`config.mk`:
```
export PLATFORM = sky130hd
export DESIGN_NAME = aging_priority_scheduler
export DESIGN_NICKNAME = d
export VERILOG_FILES = /design/src/rtl/core/aps_pkg.sv /design/src/rtl/core/aging_priority_scheduler.sv
export SDC_FILE = /design/constraint.sdc
export NUM_CORES = 2
export LEC_CHECK = 0
export BUFFER_PORTS_ARGS = -buffer_cell sky130_fd_sc_hd__buf_2
export CAP_MARGIN = 25
export CORE_AREA = 2 2 401 403
export CTS_CLUSTER_DIAMETER = 200
export DETAILED_ROUTE_END_ITERATION = 12
export DIE_AREA = 0 0 403 405
export GPL_TIMING_DRIVEN = 0
export SYNTH_ARGS = -nofsm -noshare
export SYNTH_HDL_FRONTEND = slang
export SYNTH_SLANG_ARGS = --single-unit
```
`constraint.sdc`:
```
create_clock -name i_clk -period 11.8 [get_ports i_clk]
set_input_delay 1.18 -clock i_clk [delete_from_list [all_inputs] [get_ports i_clk]]
set_output_delay 1.18 -clock i_clk [all_outputs]
set_load 0.005 [all_outputs]
```
`src/rtl/core/aps_pkg.sv`:
```
// Shared types and codes for the aging priority scheduler.
package aps_pkg;

    localparam logic OP_INSERT = 1'b0;
    localparam logic OP_TICK   = 1'b1;

    localparam logic [2:0] ST_RAN    = 3'd0;
    localparam logic [2:0] ST_FINISH = 3'd1;
    localparam logic [2:0] ST_IDLE   = 3'd2;
    localparam logic [2:0] ST_INSERT = 3'd3;
    localparam logic [2:0] ST_FULL   = 3'd4;

    localparam logic [1:0] CFG_RUN_PENALTY = 2'd0;
    localparam logic [1:0] CFG_WAIT_BONUS  = 2'd1;

    localparam logic [7:0] RUN_PENALTY_RST = 8'd3;
    localparam logic [7:0] WAIT_BONUS_RST  = 8'd1;

    typedef logic [2:0] t_status;
    typedef logic [1:0] t_cfg_idx;

    // One process record as held in the slot memory.
    typedef struct packed {
        logic [7:0]  pid;
        logic [15:0] prio;
        logic [31:0] arrival;
        logic [15:0] remaining;
        logic [15:0] used;
        logic [15:0] waited;
        logic [15:0] streak;
    } t_entry;

endpackage

```
`src/rtl/core/aging_priority_scheduler.sv`:
```
// Aging priority scheduler: slot memory, scan/age/compact sequencer and shared aging unit.
//
//  channel   | handshake              | payload
//  ----------+------------------------+-----------------------------------------------------
//  command   | start / busy           | i_op, i_proc_id, i_start_priority, i_arrival_tick,
//            |                        | i_total_ticks
//  result    | o_valid (1-cycle beat) | o_status, o_run_id, o_finish_tick, o_finish_arrival,
//            |                        | o_finish_used, o_final_priority
//  config    | i_cfg_we               | i_cfg_idx, i_cfg_data
//
// An insert answers on the next cycle and leaves busy low. A tick holds busy for a scan
// pass and an aging pass over the live entries, plus a pass that compacts the later
// entries when the winner retires; the result beat comes in the cycle busy drops.
// Reset: synchronous, active low; the table is tracked by a fill count, so no clearing
// pass is needed and the block takes a command as soon as reset is released.
// Stalls: the receiver cannot stall; each result is shown for exactly one cycle.
module aging_priority_scheduler #(
    parameter int SLOTS = 16
) (
    input  logic                   i_clk,
    input  logic                   i_rst_n,
    input  logic                   start,
    output logic                   busy,
    input  logic                   i_op,
    input  logic [7:0]             i_proc_id,
    input  logic signed [15:0]     i_start_priority,
    input  logic [31:0]            i_arrival_tick,
    input  logic [15:0]            i_total_ticks,
    input  logic                   i_cfg_we,
    input  aps_pkg::t_cfg_idx      i_cfg_idx,
    input  logic [7:0]             i_cfg_data,
    output logic                   o_valid,
    output aps_pkg::t_status       o_status,
    output logic [7:0]             o_run_id,
    output logic [31:0]            o_finish_tick,
    output logic [31:0]            o_finish_arrival,
    output logic [15:0]            o_finish_used,
    output logic signed [15:0]     o_final_priority
);
    import aps_pkg::*;

    localparam int IW = $clog2(SLOTS);
    localparam int CW = $clog2(SLOTS + 1);
    localparam logic [CW-1:0] FULL_CNT = CW'(SLOTS);

    localparam logic [1:0] S_IDLE  = 2'd0;
    localparam logic [1:0] S_SCAN  = 2'd1;
    localparam logic [1:0] S_AGE   = 2'd2;
    localparam logic [1:0] S_SHIFT = 2'd3;

    // slot memory: entries 0 .. r_count-1 are live, in insertion order
    t_entry r_mem [SLOTS];

    logic [1:0]        r_state;
    logic [CW-1:0]     r_count;
    logic [CW-1:0]     r_addr;
    logic              r_rd_vld;
    logic [IW-1:0]     r_rd_idx;
    t_entry            r_rd_data;
    logic              r_pick_vld;
    logic [IW-1:0]     r_pick_idx;
    logic signed [15:0] r_best;
    t_entry            r_pk;
    logic [31:0]       r_now;
    logic [7:0]        r_pen;
    logic [7:0]        r_bonus;
    logic              r_valid;
    t_status           r_status;
    logic [7:0]        r_run_id;
    logic [31:0]       r_fin_tick;
    logic [31:0]       r_fin_arr;
    logic [15:0]       r_fin_used;
    logic [15:0]       r_fin_prio;

    logic              w_accept;
    logic              w_issue;
    logic              w_drained;
    logic              w_arrived;
    logic              w_better;
    logic              w_is_pick;
    logic signed [17:0] w_delta;
    logic signed [17:0] w_sum;
    logic [15:0]       w_prio_sat;
    t_entry            w_aged;
    t_entry            w_new;
    logic              w_wr_en;
    logic [IW-1:0]     w_wr_addr;
    t_entry            w_wr_data;

    assign busy      = (r_state != S_IDLE);
    assign w_accept  = start && !busy;
    assign w_issue   = busy && (r_addr < r_count);
    assign w_drained = !r_rd_vld && (r_addr == r_count);

    // selection compare on the registered read beat
    assign w_arrived = (r_rd_data.arrival <= r_now);
    assign w_better  = !r_pick_vld || ($signed(r_rd_data.prio) > r_best);
    assign w_is_pick = r_pick_vld && (r_rd_idx == r_pick_idx);

    // shared aging unit: one signed add with saturation per entry
    always_comb begin
        w_delta = w_is_pick ? -$signed({10'b0, r_pen}) : $signed({10'b0, r_bonus});
        w_sum   = $signed({{2{r_rd_data.prio[15]}}, r_rd_data.prio}) + w_delta;
        priority if (w_sum > 18'sd32767) begin
            w_prio_sat = 16'h7FFF;
        end else if (w_sum < -18'sd32768) begin
            w_prio_sat = 16'h8000;
        end else begin
            w_prio_sat = w_sum[15:0];
        end
        w_aged = r_rd_data;
        w_aged.prio = w_prio_sat;
        if (w_is_pick) begin
            w_aged.remaining = (r_rd_data.remaining == 16'd0) ? 16'd0
                                                              : r_rd_data.remaining - 16'd1;
            w_aged.used   = (&r_rd_data.used) ? r_rd_data.used : r_rd_data.used + 16'd1;
            w_aged.streak = (&r_rd_data.streak) ? r_rd_data.streak : r_rd_data.streak + 16'd1;
            w_aged.waited = 16'd0;
        end else begin
            w_aged.waited = (&r_rd_data.waited) ? r_rd_data.waited : r_rd_data.waited + 16'd1;
            w_aged.streak = 16'd0;
        end
    end

    always_comb begin
        w_new.pid       = i_proc_id;
        w_new.prio      = i_start_priority;
        w_new.arrival   = i_arrival_tick;
        w_new.remaining = i_total_ticks;
        w_new.used      = 16'd0;
        w_new.waited    = 16'd0;
        w_new.streak    = 16'd0;
    end

    // single write port: append on insert, write back while aging, move down while compacting
    always_comb begin
        w_wr_en   = 1'b0;
        w_wr_addr = r_count[IW-1:0];
        w_wr_data = w_new;
        unique case (r_state)
            S_IDLE: begin
                w_wr_en = w_accept && (i_op == OP_INSERT) && (r_count != FULL_CNT);
            end
            S_AGE: begin
                w_wr_en   = r_rd_vld;
                w_wr_addr = r_rd_idx;
                w_wr_data = w_aged;
            end
            S_SHIFT: begin
                w_wr_en   = r_rd_vld;
                w_wr_addr = r_rd_idx - 1'b1;
                w_wr_data = r_rd_data;
            end
            default: begin
                w_wr_en = 1'b0;
            end
        endcase
    end

    always_ff @(posedge i_clk) begin
        if (w_wr_en) begin
            r_mem[w_wr_addr] <= w_wr_data;
        end
        if (w_issue) begin
            r_rd_data <= r_mem[r_addr[IW-1:0]];
        end
    end

    always_ff @(posedge i_clk) begin
        if (!i_rst_n) begin
            r_state    <= S_IDLE;
            r_count    <= '0;
            r_addr     <= '0;
            r_rd_vld   <= 1'b0;
            r_pick_vld <= 1'b0;
            r_now      <= 32'd0;
            r_pen      <= RUN_PENALTY_RST;
            r_bonus    <= WAIT_BONUS_RST;
            r_valid    <= 1'b0;
        end else begin
            r_valid <= 1'b0;

            if (i_cfg_we) begin
                if (i_cfg_idx == CFG_RUN_PENALTY) begin
                    r_pen <= i_cfg_data;
                end else if (i_cfg_idx == CFG_WAIT_BONUS) begin
                    r_bonus <= i_cfg_data;
                end
            end

            // read pipeline: advance the address, tag the beat in the following cycle
            r_rd_vld <= w_issue;
            if (w_issue) begin
                r_rd_idx <= r_addr[IW-1:0];
                r_addr   <= r_addr + 1'b1;
            end

            unique case (r_state)
                S_IDLE: begin
                    if (w_accept) begin
                        if (i_op == OP_INSERT) begin
                            r_valid          <= 1'b1;
                            r_run_id         <= 8'd0;
                            r_fin_tick       <= 32'd0;
                            r_fin_arr        <= 32'd0;
                            r_fin_used       <= 16'd0;
                            r_fin_prio       <= 16'd0;
                            if (r_count == FULL_CNT) begin
                                r_status <= ST_FULL;
                            end else begin
                                r_status <= ST_INSERT;
                                r_count  <= r_count + 1'b1;
                            end
                        end else begin
                            r_state    <= S_SCAN;
                            r_addr     <= '0;
                            r_pick_vld <= 1'b0;
                        end
                    end
                end
                S_SCAN: begin
                    // keep the first arrived entry of highest priority
                    if (r_rd_vld && w_arrived && w_better) begin
                        r_pick_vld <= 1'b1;
                        r_pick_idx <= r_rd_idx;
                        r_best     <= $signed(r_rd_data.prio);
                    end
                    if (w_drained) begin
                        r_state <= S_AGE;
                        r_addr  <= '0;
                    end
                end
                S_AGE: begin
                    if (r_rd_vld && w_is_pick) begin
                        r_pk <= w_aged;
                    end
                    if (w_drained) begin
                        r_now      <= r_now + 32'd1;
                        r_fin_tick <= 32'd0;
                        r_fin_arr  <= 32'd0;
                        r_fin_used <= 16'd0;
                        if (!r_pick_vld) begin
                            r_status   <= ST_IDLE;
                            r_run_id   <= 8'd0;
                            r_fin_prio <= 16'd0;
                            r_valid    <= 1'b1;
                            r_state    <= S_IDLE;
                        end else begin
                            r_run_id   <= r_pk.pid;
                            r_fin_prio <= r_pk.prio;
                            if (r_pk.remaining == 16'd0) begin
                                // retire: report now, strobe after the table is compacted
                                r_status   <= ST_FINISH;
                                r_fin_tick <= r_now + 32'd1;
                                r_fin_arr  <= r_pk.arrival;
                                r_fin_used <= r_pk.used;
                                r_addr     <= CW'(r_pick_idx) + CW'(1);
                                r_state    <= S_SHIFT;
                            end else begin
                                r_status <= ST_RAN;
                                r_valid  <= 1'b1;
                                r_state  <= S_IDLE;
                            end
                        end
                    end
                end
                S_SHIFT: begin
                    if (w_drained) begin
                        r_count <= r_count - 1'b1;
                        r_valid <= 1'b1;
                        r_state <= S_IDLE;
                    end
                end
                default: begin
                    r_state <= S_IDLE;
                end
            endcase
        end
    end

    assign o_valid          = r_valid;
    assign o_status         = r_status;
    assign o_run_id         = r_run_id;
    assign o_finish_tick    = r_fin_tick;
    assign o_finish_arrival = r_fin_arr;
    assign o_finish_used    = r_fin_used;
    assign o_final_priority = $signed(r_fin_prio);

endmodule

```
==> impl_metrics.py <==
metrics = {
    "clock_tree": {
        "clk_pin_slew_ns": 0.06,
        "cts_root_buf": "clkbuf_16",
        "cts_num_sinks": 1778,
        "numCtsBuffers": 173,
        "post_cts_buffers": 0,
        "insertion_delay_ns": 0.82,
        "h-tree-depth": 4,
        "ctsHoldBuffers": 0,
        "clock_path_buffers": 3,
        "cts_resized": 0,
        "cts_tree": "yes",
    },
    "sta": {
        "fmax_mhz": 148.9,
        "tightest_slew_ns": 1.115,
        "setup_viol": 0,
        "holdWs_ns": 0.4572,
        "finalHoldViolations": 0,
        "relSlewSlack_pct": 25.69,
        "rsz0062_at_grt": "false",
        "finClkSkew_ns": 0.03793,
        "post-route-period-util_pct": 56.90,
        "fin_ws_ns": 5.085,
        "slew_viol_final": 0,
        "finalCriticalPeriod_ns": 6.715,
        "setup_tns_ns": 0,
    },
    "power": {
        "seqPwrFrac_pct": 53.6,
        "leakagePower_nw": 26.56,
        "pwr-share-comb_pct": 7.5,
        "p_int_mw": 10.48,
        "power.share.switching_pct": 22.29,
        "power.switching_mw": 3.004,
        "power_per_cell_area_nw_per_um2": 161.9,
        "ir_drop_mv": 0.1169,
        "clockPowerShare_pct": 38.9,
    },
    "setup_path": {
        "r2r_slack_ns": 5.09,
        "cp.required_ns": 12.24,
        "cp_max_fo": 16,
        "critPathKind": "reg -> reg",
        "critPathLaunchType": "flop",
        "end_kind": "flop",
        "reg2reg_from": "r_rd_idx[1]$_DFFE_PP_",
        "arrival_ns": 7.15,
        "reg2reg_depth": 15,
        "reg2reg_to": "r_mem[9][101]$_DFFE_PP_",
    },
    "min_path": {
        "whs_path_depth": 0,
        "min_to": "r_pk[116]$_DFFE_PP_",
        "min_from": "r_rd_data[116]$_DFFE_PP_",
        "min_path_type": "reg -> reg",
    },
    "floorplanning": {
        "die_w_um": 403,
        "rows": 147,
        "design.die.area_um2": 163200,
        "die_h_um": 405,
        "io_pins": 196,
        "start_util_pct": 44.54,
        "core-area_um2": 159300,
    },
    "synthesis": {
        "synth_seq_cells": 1778,
        "syn_area_um2": 70950,
        "yosys.area.top_type": "edfxtp_1",
        "synthCells": 3558,
        "ys_seq_area_share_pct": 74.37,
        "synth-main-ff-cell": "edfxtp_1",
        "yosysTopAreaCellShare_pct": 72.59,
        "yosysWarnings": 0,
        "ys_top_cells_by_area": "edfxtp_1 73%, mux4_2 14%, dfxtp_1 1.8%",
        "synth_edf_count": 1715,
        "syn_area_per_cell_um2": 19.94,
        "syn_nets": 3729,
        "netlist-cell-type-count": 75,
        "synth_async_sr_flop_share_pct": 0,
    },
    "routing": {
        "drt_wl_total_um": 195100,
        "first_pass_iters": 7,
        "num_vias": 37320,
        "ant_nets": 0,
        "drcViolationCount": 0,
        "wl_per_cell_um": 30.79,
        "drtIter0Drc": 4869,
        "via_per_inst": 5.888,
    },
    "cells_and_area": {
        "syn_to_final_growth_pct": 17.34,
        "multiInputGateArea_um2": 17420,
        "final_util_pct": 52.26,
        "fin_area_um2": 83250,
        "nNetsFinal": 4290,
        "nFillCells": 12440,
        "layout-drive-gt1-share_pct": 27.51,
        "seq_area_um2": 52760,
    },
    "global_routing": {
        "grt_first_pass_wirelength_um": 274500,
        "grt_max_degree": 28,
        "grt_use_total_pct": 23.87,
        "antenna_found_initial": 9,
        "grt_pass1_vias": 36820,
        "grt-ovfl-total": 0,
    },
    "placed_design": {
        "place_area_um2": 77820,
        "io_buffers": 195,
        "gp_congestion": 0.8708,
        "dp_slack_ns": 4.949,
        "dp_hpwl_um": 132800,
    },
    "run": {
        "cap_violations": 0,
    },
    "status": {
        "status": "completed",
    },
}
## flip-flops by register name, summed over array words and instances (netlist names)
name and flops:
o_finish_used 16, o_final_priority 16, r_now 32, o_status 3
o_finish_tick 32, r_addr 5, r_bonus 8, r_count 5
r_rd_data 88, r_pk 88, r_state 2, r_rd_idx 4
r_rd_vld 1, r_pick_idx 4, o_finish_arrival 32, r_best 16
o_run_id 8, r_pen 8, r_pick_vld 1, o_valid 1
r_mem 1408
## logic make-up (layout without fill, tap and decap cells)
logic type	count (synthesis)	after routing	synth area share (%)
muxes	514	514	15.11
adders and majority gates	84	84	1.503
and+or+nand+nor	563	563	3.924
xor gates and xnor gates	124	124	1.552
other	0	2	0
DFF	1778	1778	74.37
AOI/OAI and AO/OA	248	248	2.215
buffers and inverters	247	939	1.332
## cells in the mapped netlist, types with 41 or more instances
cell type,n
a21oi_1,94
and3_1,80
buf_1,41
clkbuf_1,116
dfxtp_1,63
edfxtp_1,1715
ha_1,82
inv_1,76
mux2_2,54
mux4_2,440
nand2_1,115
nor2_1,188
xnor2_1,95
## placed cells by master, fill, tap and decap left out, types with 10 or more instances in the layout
master     count
nand4_1       27
nand3_1       39
dfxtp_1       63
ha_1          82
buf_2        209
xnor2_1       95
edfxtp_1    1715
and2_1        11
a31oi_1       12
clkbuf_1     165
or3_1         15
nor3_1        31
and3_1        80
o211ai_1      10
mux2_2        54
mux2i_1       20
nor2_4        17
xor2_1        27
buf_16        26
buf_4         19
clkbuf_16    179
mux4_2       440
nor2_1       171
clkinv_1      34
a21o_1        27
nor4_1        13
buf_12        62
buf_8         58
inv_1         76
o21ai_0       37
nand2_1      115
buf_6         25
a21oi_1       94
buf_1         38
clkinv_2      21
## worst max path at each step
stage                                from                                end  slack [ns]
floorplan            r_addr[0]$_SDFF_PN0_  o_final_priority[0]$_SDFFCE_PN0P_        1.90
global placement     r_addr[0]$_SDFF_PN0_               r_addr[4]$_SDFF_PN0_       -5.14
detailed placement  r_rd_idx[0]$_DFFE_PP_            r_mem[10][96]$_DFFE_PP_        4.95
CTS                 r_rd_idx[0]$_DFFE_PP_            r_mem[13][96]$_DFFE_PP_        4.89
global route        r_rd_idx[0]$_DFFE_PP_            r_mem[14][96]$_DFFE_PP_        4.81
finish              r_rd_idx[1]$_DFFE_PP_            r_mem[9][101]$_DFFE_PP_        5.09
## critical path, cell delays in order, from the launching register on
cell	delay [ns]
edfxtp_1	0.50
xnor2_1	0.18
nand3_1	0.60
or2_2	0.26
clkbuf_1	0.69
clkbuf_1	0.68
o21ai_0	0.35
ha_1	0.43
o211ai_1	0.10
o21ai_1	0.29
a21boi_1	0.16
o311a_1	0.35
xnor2_2	0.46
or2_2	0.24
o22ai_1	0.11
a211oi_2	0.91
## power groups by stage
stage | registers [mW] | logic, mW | clock network (mW)
after detailed placement | 7.36 | 1.00 | 0
after CTS | 7.23 | 1.00 | 5.32
after floorplan | 7.36 | 0.536 | 0
after global placement | 7.42 | 0.871 | 0
final | 7.23 | 1.01 | 5.24
after global routing | 7.24 | 1.07 | 5.54
## through the flow
step | power, mW | instances
3_5_place_dp | 8.363 | 6014
3_3_place_gp | 8.290 | 5839
2_1_floorplan | 7.891 | 3558
5_1_grt | 13.84 | 6336
4_1_cts | 13.55 | 6320
6_report | 13.48 | 6338
## area by class of cell
class,count,area share [%]
inverter,78,0.3517
antenna,2,0.006012
multi-input combinational,1533,20.93
tap,2086,3.135
timing repair buffer,386,5.109
sequential,1778,63.38
buffer,169,0.7921
clock buffer,232,5.618
clock inverter,74,0.6839
## per-layer routing
metal / global-route usage [%] / up-vias / part of all wire, %
met2: 37.77 / 1636 / 47
met5: 0 / - / 0
met1: 34.71 / 19800 / 43
li1: - / 15620 / -
met4: 6.847 / 0 / 2.6
met3: 3.553 / 265 / 7.3
Power figures use the tool's default switching activity.
